--- src/sv/adaptive_clutter_map_filter_macros.svh ---
// ----------------------------------------------------------------------------
// Adaptive clutter map filter: assertion macros
// Concurrent check wrappers, compiled out when SYNTH is defined.
// ----------------------------------------------------------------------------
`ifndef ADAPTIVE_CLUTTER_MAP_FILTER_MACROS_SVH
`define ADAPTIVE_CLUTTER_MAP_FILTER_MACROS_SVH

`ifndef SYNTH

`define ACMF_ASSERT(label, clk, rst, prop) \
   label: assert property (@(posedge clk) disable iff (rst) (prop)) \
      else $error("acmf: assertion failed");

`define ACMF_ASSERT_NEXT(label, clk, rst, ante, cons) \
   label: assert property (@(posedge clk) disable iff (rst) (ante) |=> (cons)) \
      else $error("acmf: assertion failed");

`else

`define ACMF_ASSERT(label, clk, rst, prop)

`define ACMF_ASSERT_NEXT(label, clk, rst, ante, cons)

`endif

`endif

--- src/sv/acmf_pkg.sv ---
// ----------------------------------------------------------------------------
// acmf_pkg
// Shared constants, types and helpers of the adaptive clutter map filter.
// ----------------------------------------------------------------------------
`default_nettype none

package acmf_pkg;

   localparam int SampleWidth   = 24;
   localparam int MaxBins       = 512;
   localparam int BinWidth      = $clog2(MaxBins);
   localparam int MaxSpread     = 8;
   localparam int SpreadWidth   = 4;
   localparam int TapCount      = 2 * MaxSpread + 1;
   localparam int LagWidth      = $clog2(MaxSpread + 1);
   localparam int OffWidth      = $clog2(TapCount);
   localparam int GroupSize     = 6;
   localparam int GroupCount    = (TapCount + GroupSize - 1) / GroupSize;
   localparam int FactorWidth   = 16;
   localparam int FracBits      = 15;
   localparam int OneQ15        = 1 << FracBits;
   localparam int HalfQ15       = OneQ15 / 2;
   localparam int LengthWidth   = 10;
   localparam int ProdWidth     = SampleWidth + FactorWidth + 2;
   localparam int CsrIndexWidth = 2;
   localparam int CsrDataWidth  = 16;

   localparam logic [CsrIndexWidth-1:0] CsrAdaptFactor = 2'd0;
   localparam logic [CsrIndexWidth-1:0] CsrSpread      = 2'd1;
   localparam logic [CsrIndexWidth-1:0] CsrFrameLength = 2'd2;

   localparam logic [FactorWidth-1:0] FactorReset = 16'd1638;
   localparam logic [SpreadWidth-1:0] SpreadReset = 4'd2;
   localparam logic [LengthWidth-1:0] LengthReset = 10'd512;

   typedef logic signed [SampleWidth-1:0] sample_type;
   typedef logic [BinWidth-1:0]           bin_type;

   localparam sample_type SampleMax = {1'b0, {(SampleWidth-1){1'b1}}};
   localparam sample_type SampleMin = {1'b1, {(SampleWidth-1){1'b0}}};

   typedef struct packed {
      sample_type residual;
      bin_type    bin;
      logic       frame_end;
   } push_type;

   typedef struct packed {
      sample_type residual;
      bin_type    bin_index;
      logic       frame_last;
   } result_type;

   function automatic sample_type sat_sample(input logic signed [SampleWidth:0] v);
      sample_type res;
      if (v[SampleWidth] != v[SampleWidth-1]) begin
         res = v[SampleWidth] ? SampleMin : SampleMax;
      end else begin
         res = v[SampleWidth-1:0];
      end
      return res;
   endfunction

endpackage

`default_nettype wire

--- src/sv/acmf_window.sv ---
// ----------------------------------------------------------------------------
// acmf_window
// Residual tap line and window-maximum emitter with output register.
// ----------------------------------------------------------------------------
`default_nettype none

module acmf_window (
   input  wire logic                           clock,
   input  wire logic                           reset,
   input  wire logic [acmf_pkg::SpreadWidth-1:0] spread_eff,
   input  wire logic                           push_valid,
   input  wire acmf_pkg::push_type             push_item,
   output logic                                push_ok,
   input  wire logic                           rsp_ready,
   output logic                                rsp_valid,
   output acmf_pkg::result_type                rsp_item
);
   import acmf_pkg::*;

   sample_type taps_ff [TapCount];
   bin_type    last_bin_ff, last_bin_in;
   bin_type    out_bin_ff, out_bin_in;
   logic       active_ff, active_in;
   logic       flush_ff, flush_in;

   logic       e1_valid_ff;
   sample_type e1_part_ff [GroupCount];
   sample_type part [GroupCount];
   bin_type    e1_bin_ff;
   logic       e1_last_ff;

   logic       rsp_valid_ff;
   result_type rsp_item_ff, rsp_item_in;

   logic                    en, due, more_due, is_final, emit, push;
   logic [BinWidth:0]       reach;
   bin_type                 lag_full;
   logic [LagWidth-1:0]     lag;
   logic [OffWidth-1:0]     lo_off, hi_off, hi_sum;

   assign en       = !rsp_valid_ff || rsp_ready;
   assign reach    = (BinWidth+1)'(out_bin_ff) + (BinWidth+1)'(spread_eff);
   assign is_final = flush_ff && (out_bin_ff == last_bin_ff);
   assign due      = active_ff && (flush_ff || reach <= (BinWidth+1)'(last_bin_ff));
   assign more_due = flush_ff ? !is_final
                              : (reach + (BinWidth+1)'(1)) <= (BinWidth+1)'(last_bin_ff);
   assign emit     = en && due;
   assign push_ok  = en && (!due || !more_due);
   assign push     = push_valid && push_ok;

   // window bounds as offsets back from the newest tap
   assign lag_full = last_bin_ff - out_bin_ff;
   assign lag      = lag_full[LagWidth-1:0];
   assign hi_sum   = OffWidth'(lag) + OffWidth'(spread_eff);

   always_comb begin
      if (OffWidth'(lag) > OffWidth'(spread_eff)) begin
         lo_off = OffWidth'(lag) - OffWidth'(spread_eff);
      end else begin
         lo_off = '0;
      end
      if (BinWidth'(hi_sum) > last_bin_ff) begin
         hi_off = OffWidth'(last_bin_ff);
      end else begin
         hi_off = hi_sum;
      end
   end

   always_comb begin
      sample_type v;
      v = SampleMin;
      for (int g = 0; g < GroupCount; g++) begin
         part[g] = SampleMin;
         for (int k = 0; k < GroupSize; k++) begin
            if (g * GroupSize + k < TapCount) begin
               if (OffWidth'(g * GroupSize + k) >= lo_off &&
                   OffWidth'(g * GroupSize + k) <= hi_off) begin
                  v = taps_ff[g * GroupSize + k];
               end else begin
                  v = SampleMin;
               end
               if (v > part[g]) begin
                  part[g] = v;
               end
            end
         end
      end
   end

   always_comb begin
      out_bin_in  = out_bin_ff;
      active_in   = active_ff;
      flush_in    = flush_ff;
      last_bin_in = last_bin_ff;
      if (emit) begin
         out_bin_in = is_final ? '0 : out_bin_ff + BinWidth'(1);
         if (is_final) begin
            active_in = 1'b0;
            flush_in  = 1'b0;
         end
      end
      if (push) begin
         active_in   = 1'b1;
         flush_in    = push_item.frame_end;
         last_bin_in = push_item.bin;
      end
   end

   always_comb begin
      rsp_item_in.residual = e1_part_ff[0];
      for (int g = 1; g < GroupCount; g++) begin
         if (e1_part_ff[g] > rsp_item_in.residual) begin
            rsp_item_in.residual = e1_part_ff[g];
         end
      end
      rsp_item_in.bin_index  = e1_bin_ff;
      rsp_item_in.frame_last = e1_last_ff;
   end

   always_ff @(posedge clock) begin
      if (reset) begin
         out_bin_ff   <= '0;
         last_bin_ff  <= '0;
         active_ff    <= 1'b0;
         flush_ff     <= 1'b0;
         e1_valid_ff  <= 1'b0;
         rsp_valid_ff <= 1'b0;
      end else if (en) begin
         out_bin_ff   <= out_bin_in;
         last_bin_ff  <= last_bin_in;
         active_ff    <= active_in;
         flush_ff     <= flush_in;
         e1_valid_ff  <= due;
         rsp_valid_ff <= e1_valid_ff;
      end
   end

   always_ff @(posedge clock) begin
      if (push) begin
         taps_ff[0] <= push_item.residual;
         for (int t = 1; t < TapCount; t++) begin
            taps_ff[t] <= taps_ff[t-1];
         end
      end
      if (en) begin
         e1_part_ff  <= part;
         e1_bin_ff   <= out_bin_ff;
         e1_last_ff  <= is_final;
         rsp_item_ff <= rsp_item_in;
      end
   end

   assign rsp_valid = rsp_valid_ff;
   assign rsp_item  = rsp_item_ff;

endmodule

`default_nettype wire

--- config.mk ---
export PLATFORM = sky130hd
export DESIGN_NAME = acmf_window
export DESIGN_NICKNAME = d
export VERILOG_FILES = /design/src/sv/adaptive_clutter_map_filter_macros.svh /design/src/sv/acmf_pkg.sv /design/src/sv/acmf_window.sv
export SDC_FILE = /design/constraint.sdc
export NUM_CORES = 2
export LEC_CHECK = 0
export ABC_AREA = 0
export BUFFER_PORTS_ARGS = -buffer_cell sky130_fd_sc_hd__buf_4
export CAP_MARGIN = 10
export CORE_MARGIN = 2
export CORE_UTILIZATION = 47
export DETAILED_ROUTE_END_ITERATION = 6
export GPL_TIMING_DRIVEN = 0
export SYNTH_ARGS = -nofsm -noshare
export SYNTH_HDL_FRONTEND = slang
export SYNTH_SLANG_ARGS = --single-unit
--- constraint.sdc ---
create_clock -name clock -period 43.5 [get_ports clock]
set_input_delay 8.7 -clock clock [delete_from_list [all_inputs] [get_ports clock]]
set_output_delay 8.7 -clock clock [all_outputs]
set_load 0.05 [all_outputs]
Yosys cells after proc, flatten, opt, wreduce, memory -nomap -nowiden
Memories as Yosys holds them, arrays and structs flattened. Cells that the tools add are included.

Latch bits: 0. Memories kept: 1. Bits of input ports: 42. RAM bits: 408. ROM bits: 0. Flip-flop bits (word level): 138. Output and inout bits: 36. Logic and storage cells: 159.

Memories: taps_ff (depth 17, width 24, rd ports 17, clocked after Yosys merged registers in 0, wr ports 17, line acmf_window.sv:20) `sample_type taps_ff [TapCount];`.

Order comparisons: 57. Equal/unequal tests: 1. Bitwise gates (word level): 0. $mul: 0. Divide/modulo/power cells: 0. Multiplexer cells: 46. Reductions and logical operators: 34. Add/sub/neg operators: 6. Shifts and indexed selects: 0.

Operator list (count): $mux W24 (36); $gt A24 B24 Y1 (16); $gt A24 B24 Y1 const B (3); $ge A4 B5 Y1 const A (8); $le A4 B5 Y1 const A (8); $logic_and A1 B1 Y1 (22); $ge A3 B5 Y1 const A (4); $le A10 B9 Y1 (2); $le A3 B5 Y1 const A (4); $add A10 B1 Y10 const B (1); $add A9 B4 Y10 (1); $ge A1 B5 Y1 const A (2); $ge A2 B5 Y1 const A (2); $le A1 B5 Y1 const A (2); $le A2 B5 Y1 const A (2); $mux W5 (2); $add A9 B1 Y9 const B (1); $eq A9 B9 Y1 (1); $gt A5 B9 Y1 (1); $mux W9 (1); $mux W1 (7); $add A4 B4 Y5 (1); $ge A5 B5 Y1 const A (1); $le A5 B5 Y1 const A (1); 8 further kinds (15).

Longest topological paths before layout
Depth in word-level cells: 19. Depth in mapped cells: 111. Gate-level depth less buffers: 104.

Least setup slack after synthesis
OpenSTA, ideal clock, no wires.

Path type: input port to flip-flop. Start point: in spread_eff[1] (netlist name). End point: reg e1_part_ff[61] (netlist name) (data pin). Stages: 99. Buffers on the path: 7. Slack: 19.120 ns. Library setup time: 0.279 ns. Data arrival time: 24.101 ns. Cell sequence: inv_1 > ha_1 > nor3b_1 > nor3_1 > xnor2_1 > inv_1 > ha_1 > nand4_1 > o221ai_2 > nand2_1 > o31ai_1 > nand3_1 > o211a_1 > buf_1 > nand2_1 > inv_1 > ha_1 > nor2b_1 > (+63 left out) > clkbuf_1 > mux2_2 > ha_1 > a21oi_1 > nor2b_1 > o21ai_0 > nand2b_1 > a21oi_1 > nor2b_1 > o21ai_0 > nand2b_1 > a21oi_1 > o31ai_1 > o41ai_1 > a22o_1 > buf_1 > clkbuf_1 > mux2i_1.

RTL lines: from (decl) (line acmf_window.sv:10) `input wire logic [acmf_pkg::SpreadWidth-1:0] spread_eff,`; to (signal assigned) (line acmf_window.sv:146) `e1_part_ff <= part;`; to (decl) (line acmf_window.sv:27) `sample_type e1_part_ff [GroupCount];`.

==> run_results.csv <==
group,metric,value,unit
hold_path,holdCritStartpoint,"e1_bin_ff[3]$_DFFE_PP_",
route,wl,97000,um
layout,final_area,38900,sq um
floorplanning,core_region_area,73100,sq um
route,avgViaCountPerCell,5.69,
floorplanning,die_w,276,um
clock_network,path_clk_slew,0.06,ns
critical_path,reg2reg_from,"out_bin_ff[0]$_SDFFE_PP0P_",
route,wire_per_inst,21.5,um
logic_synthesis,avgSynthCellArea,10.4,sq um
clock_network,cts_sinks,546,
clock_network,clk_latency,0.61,ns
critical_path,start_kind,"input port",
global_route,grt_first_pass_wirelength,149000,um
critical_path,path_depth,100,
place,gp_congestion,0.978,
critical_path,path_max_fanout,10,
critical_path,cp_common_cell,"a21oi_1",
critical_path,arrival,28.95,ns
floorplanning,start_util,47.5,%
sta,fmax,35.0,MHz
critical_path,cp.required,43.89,ns
logic_synthesis,ys_ff_latch,546,
floorplanning,ioPinCount,78,
flow_run,maxCapViolations,0,
global_route,grtUsageTotal,25.6,%
hold_path,hold_end,"rsp_item[4]$_DFFE_PP_",
logic_synthesis,synth_edf_count,524,
layout,area_growth,12.1,%
critical_path,end_kind,"flip-flop",
floorplanning,die_y,276,um
clock_network,htree_levels,3,
route,dr.pass1.iters,7,
logic_synthesis,synth.distinct_cells,80,
critical_path,r2r_end,"e1_part_ff[61]$_DFFE_PP_",
critical_path,reg2reg_depth,102,
critical_path,cp_top_family,"compound AO/OA/AOI/OAI gates",
sta,rsz0062_at_grt,"no",
hold_path,hp-class,"flip-flop to flip-flop",
run_status,status,"complete, but fails checks",
sta,fin_tns_setup,0,ns
sta,finalCritPeriodShare,65.6,%
floorplanning,placementRows,99,
floorplanning,die_area,76000,sq um
logic_synthesis,yosysWarnings,0,
sta,max-slew-margin-rel,22.6,%
place,dp_hpwl,77200,um
layout,drive_gt1_share,9.06,%
clock_network,numCtsBuffers,66,
place,io_buffers,77,
clock_network,cts_buffer_depth,3,
critical_path,path_buf_inv,11,
global_route,grt_pass1_vias,26260,
clock_network,cts_hold_buf,0,
global_route,grt_antenna_before_repair,0,
route,drt_iter0_drc,1693,
run_status,violations,"DRC",
clock_network,postCtsSetupBuffers,0,
critical_path,max_stage_delay,0.63,ns
logic_synthesis,synth_fp_nets,3815,
critical_path,critPathKind,"input port to flip-flop",
logic_synthesis,yosys_most_used_dff,"edfxtp_1",
logic_synthesis,synth_area,34700,sq um
sta,slew_violations,0,
clock_network,cts_resized,0,
global_route,grt_max_degree,103,
logic_synthesis,synthArstFlopShare,0,%
sta,finalSetupViolations,0,
route,drc,5,
layout,num_antenna_cells,0,
clock_network,cts_tree,"built",
clock_network,root_buffer,"clkbuf_16",
logic_synthesis,synth_cells,3352,
sta,finalHoldViolations,0,
layout,finalNetCount,3968,
sta,finalClockSkew,0.0191,ns
critical_path,r2r_setup_slack,21.88,ns
route,num_vias,25687,
logic_synthesis,ys_seq_area_share,46.6,%
sta,tightestPinTransition,1.15,ns
sta,finalCriticalPeriod,28.56,ns
critical_path,critPathSlowestCell,"clkbuf_1",
route,antenna_left,0,
global_route,grt-ovfl-total,0,
hold_path,hold_depth,0,
place,place_area,36600,sq um
==> routing by layer <==
metal / vias to the layer above / GRT usage [%] / wire length [um]
met3: 204 / 2.69 / 3440
met1: 12361 / 30.1 / 39600
met4: 0 / 12.6 / 5060
met5: - / 0 / 0
li1: 12523 / - / -
met2: 599 / 46.4 / 48900
==> state kept, by name, summed over array words and instances (netlist names) <==
register,count
out_bin_ff,9
last_bin_ff,9
rsp_item,34
e1_bin_ff,9
e1_last_ff,1
e1_valid_ff,1
taps_ff,408
flush_ff,1
active_ff,1
e1_part_ff,72
rsp_valid,1
==> Yosys cell counts, types with 3 or more instances <==
| master | n | area share, % |
|---|---|---|
| edfxtp_1 | 524 | 45 |
| nand2_1 | 422 | 4.6 |
| ha_1 | 417 | 15 |
| a21oi_1 | 245 | 3.5 |
| inv_1 | 204 | 2.2 |
| and2_1 | 192 | 3.5 |
| o21ai_0 | 186 | 2.7 |
| nor2_1 | 160 | 1.7 |
| clkbuf_1 | 108 | 1.2 |
| nand4_1 | 99 | 1.8 |
| nor2b_1 | 99 | 1.8 |
| mux2_2 | 95 | 3.1 |
| nand2b_1 | 85 | 1.5 |
| a31oi_1 | 74 | 1.3 |
| mux2i_1 | 53 | 1.5 |
| a21o_1 | 49 | 1.1 |
| nor3_1 | 42 | 0.61 |
| nand3_1 | 34 | 0.49 |
| nor4_1 | 28 | 0.50 |
| dfxtp_1 | 22 | 1.3 |
| xnor2_1 | 22 | 0.56 |
| o21a_1 | 19 | 0.41 |
| mux2_1 | 16 | 0.52 |
| xor2_1 | 14 | 0.35 |
| buf_1 | 11 | 0.12 |
| o211ai_1 | 9 | 0.19 |
| and3_1 | 8 | 0.14 |
| or3_1 | 8 | 0.14 |
| or2_2 | 7 | 0.13 |
| a211oi_1 | 6 | 0.13 |
| and4_1 | 6 | 0.15 |
| buf_2 | 5 | 0.072 |
| o211a_1 | 5 | 0.14 |
| o31ai_1 | 5 | 0.11 |
| fa_1 | 4 | 0.23 |
| o21bai_1 | 4 | 0.087 |
| or4_1 | 4 | 0.087 |
| a41oi_1 | 3 | 0.076 |
| nor3b_1 | 3 | 0.065 |
| o21ai_1 | 3 | 0.043 |
| o22ai_1 | 3 | 0.054 |
==> how the worst max path moves through the flow <==
stage / startpoint / end
2_1_floorplan: spread_eff[1] / e1_part_ff[61]$_DFFE_PP_
3_3_place_gp: spread_eff[1] / e1_part_ff[61]$_DFFE_PP_
3_5_place_dp: spread_eff[1] / e1_part_ff[61]$_DFFE_PP_
4_1_cts: spread_eff[1] / e1_part_ff[61]$_DFFE_PP_
5_1_grt: spread_eff[1] / e1_part_ff[61]$_DFFE_PP_
6_report: spread_eff[1] / e1_part_ff[61]$_DFFE_PP_
==> final cells by class <==
cell class	instances	area [sq um]
multi-input combinational	2475	17300
inverter	205	777
sequential	546	16200
buffer	126	494
fill	6449	34200
tap	959	1200
timing repair buffer	85	736
clock buffer	74	1720
clock inverter	44	539
==> through the flow <==
stage	utilization (%)	hold WS [ns]	setup slack, ns	cells
5_1_grt	53.2	0.433	13.44	4514
2_1_floorplan	-	0.400	19.12	3352
3_3_place_gp	49.9	0.407	14.53	4388
3_5_place_dp	50.1	0.405	14.46	4395
4_1_cts	53.2	0.424	15.11	4513
6_report	53.2	0.421	14.94	4514
==> cells in the final DEF (no fill, tap or decap), types with 19 or more instances in the layout <==
| master | Yosys | final |
|---|---|---|
| nor2b_1 | 99 | 99 |
| and2_1 | 192 | 192 |
| nand4_1 | 99 | 99 |
| edfxtp_1 | 524 | 524 |
| nand3_1 | 34 | 34 |
| nor3_1 | 42 | 42 |
| dfxtp_1 | 22 | 22 |
| mux2_2 | 95 | 95 |
| inv_1 | 204 | 203 |
| xnor2_1 | 22 | 22 |
| nand2_1 | 422 | 422 |
| o21ai_0 | 186 | 186 |
| a21o_1 | 49 | 49 |
| a31oi_1 | 74 | 74 |
| clkbuf_16 | 0 | 68 |
| mux2i_1 | 53 | 53 |
| ha_1 | 417 | 417 |
| clkbuf_1 | 108 | 114 |
| a21oi_1 | 245 | 245 |
| o21a_1 | 19 | 19 |
| nand2b_1 | 85 | 85 |
| nor4_1 | 28 | 28 |
| buf_4 | 0 | 78 |
| nor2_1 | 160 | 160 |
==> cells by family after synthesis <==
logic type	Yosys count	share of synthesized area, %
AND/OR/NAND/NOR	1209	17.6
XOR/XNOR	36	0.908
adder cells (fa/ha/maj)	422	15.3
flip-flops	546	46.6
AO/OA/AOI/OAI	643	10.8
multiplexers	165	5.17
buffers and inverters	331	3.64
Power is left out: the tool's default activity adds up to more than one toggle a clock period on the data nets, which glitch-free logic cannot reach.
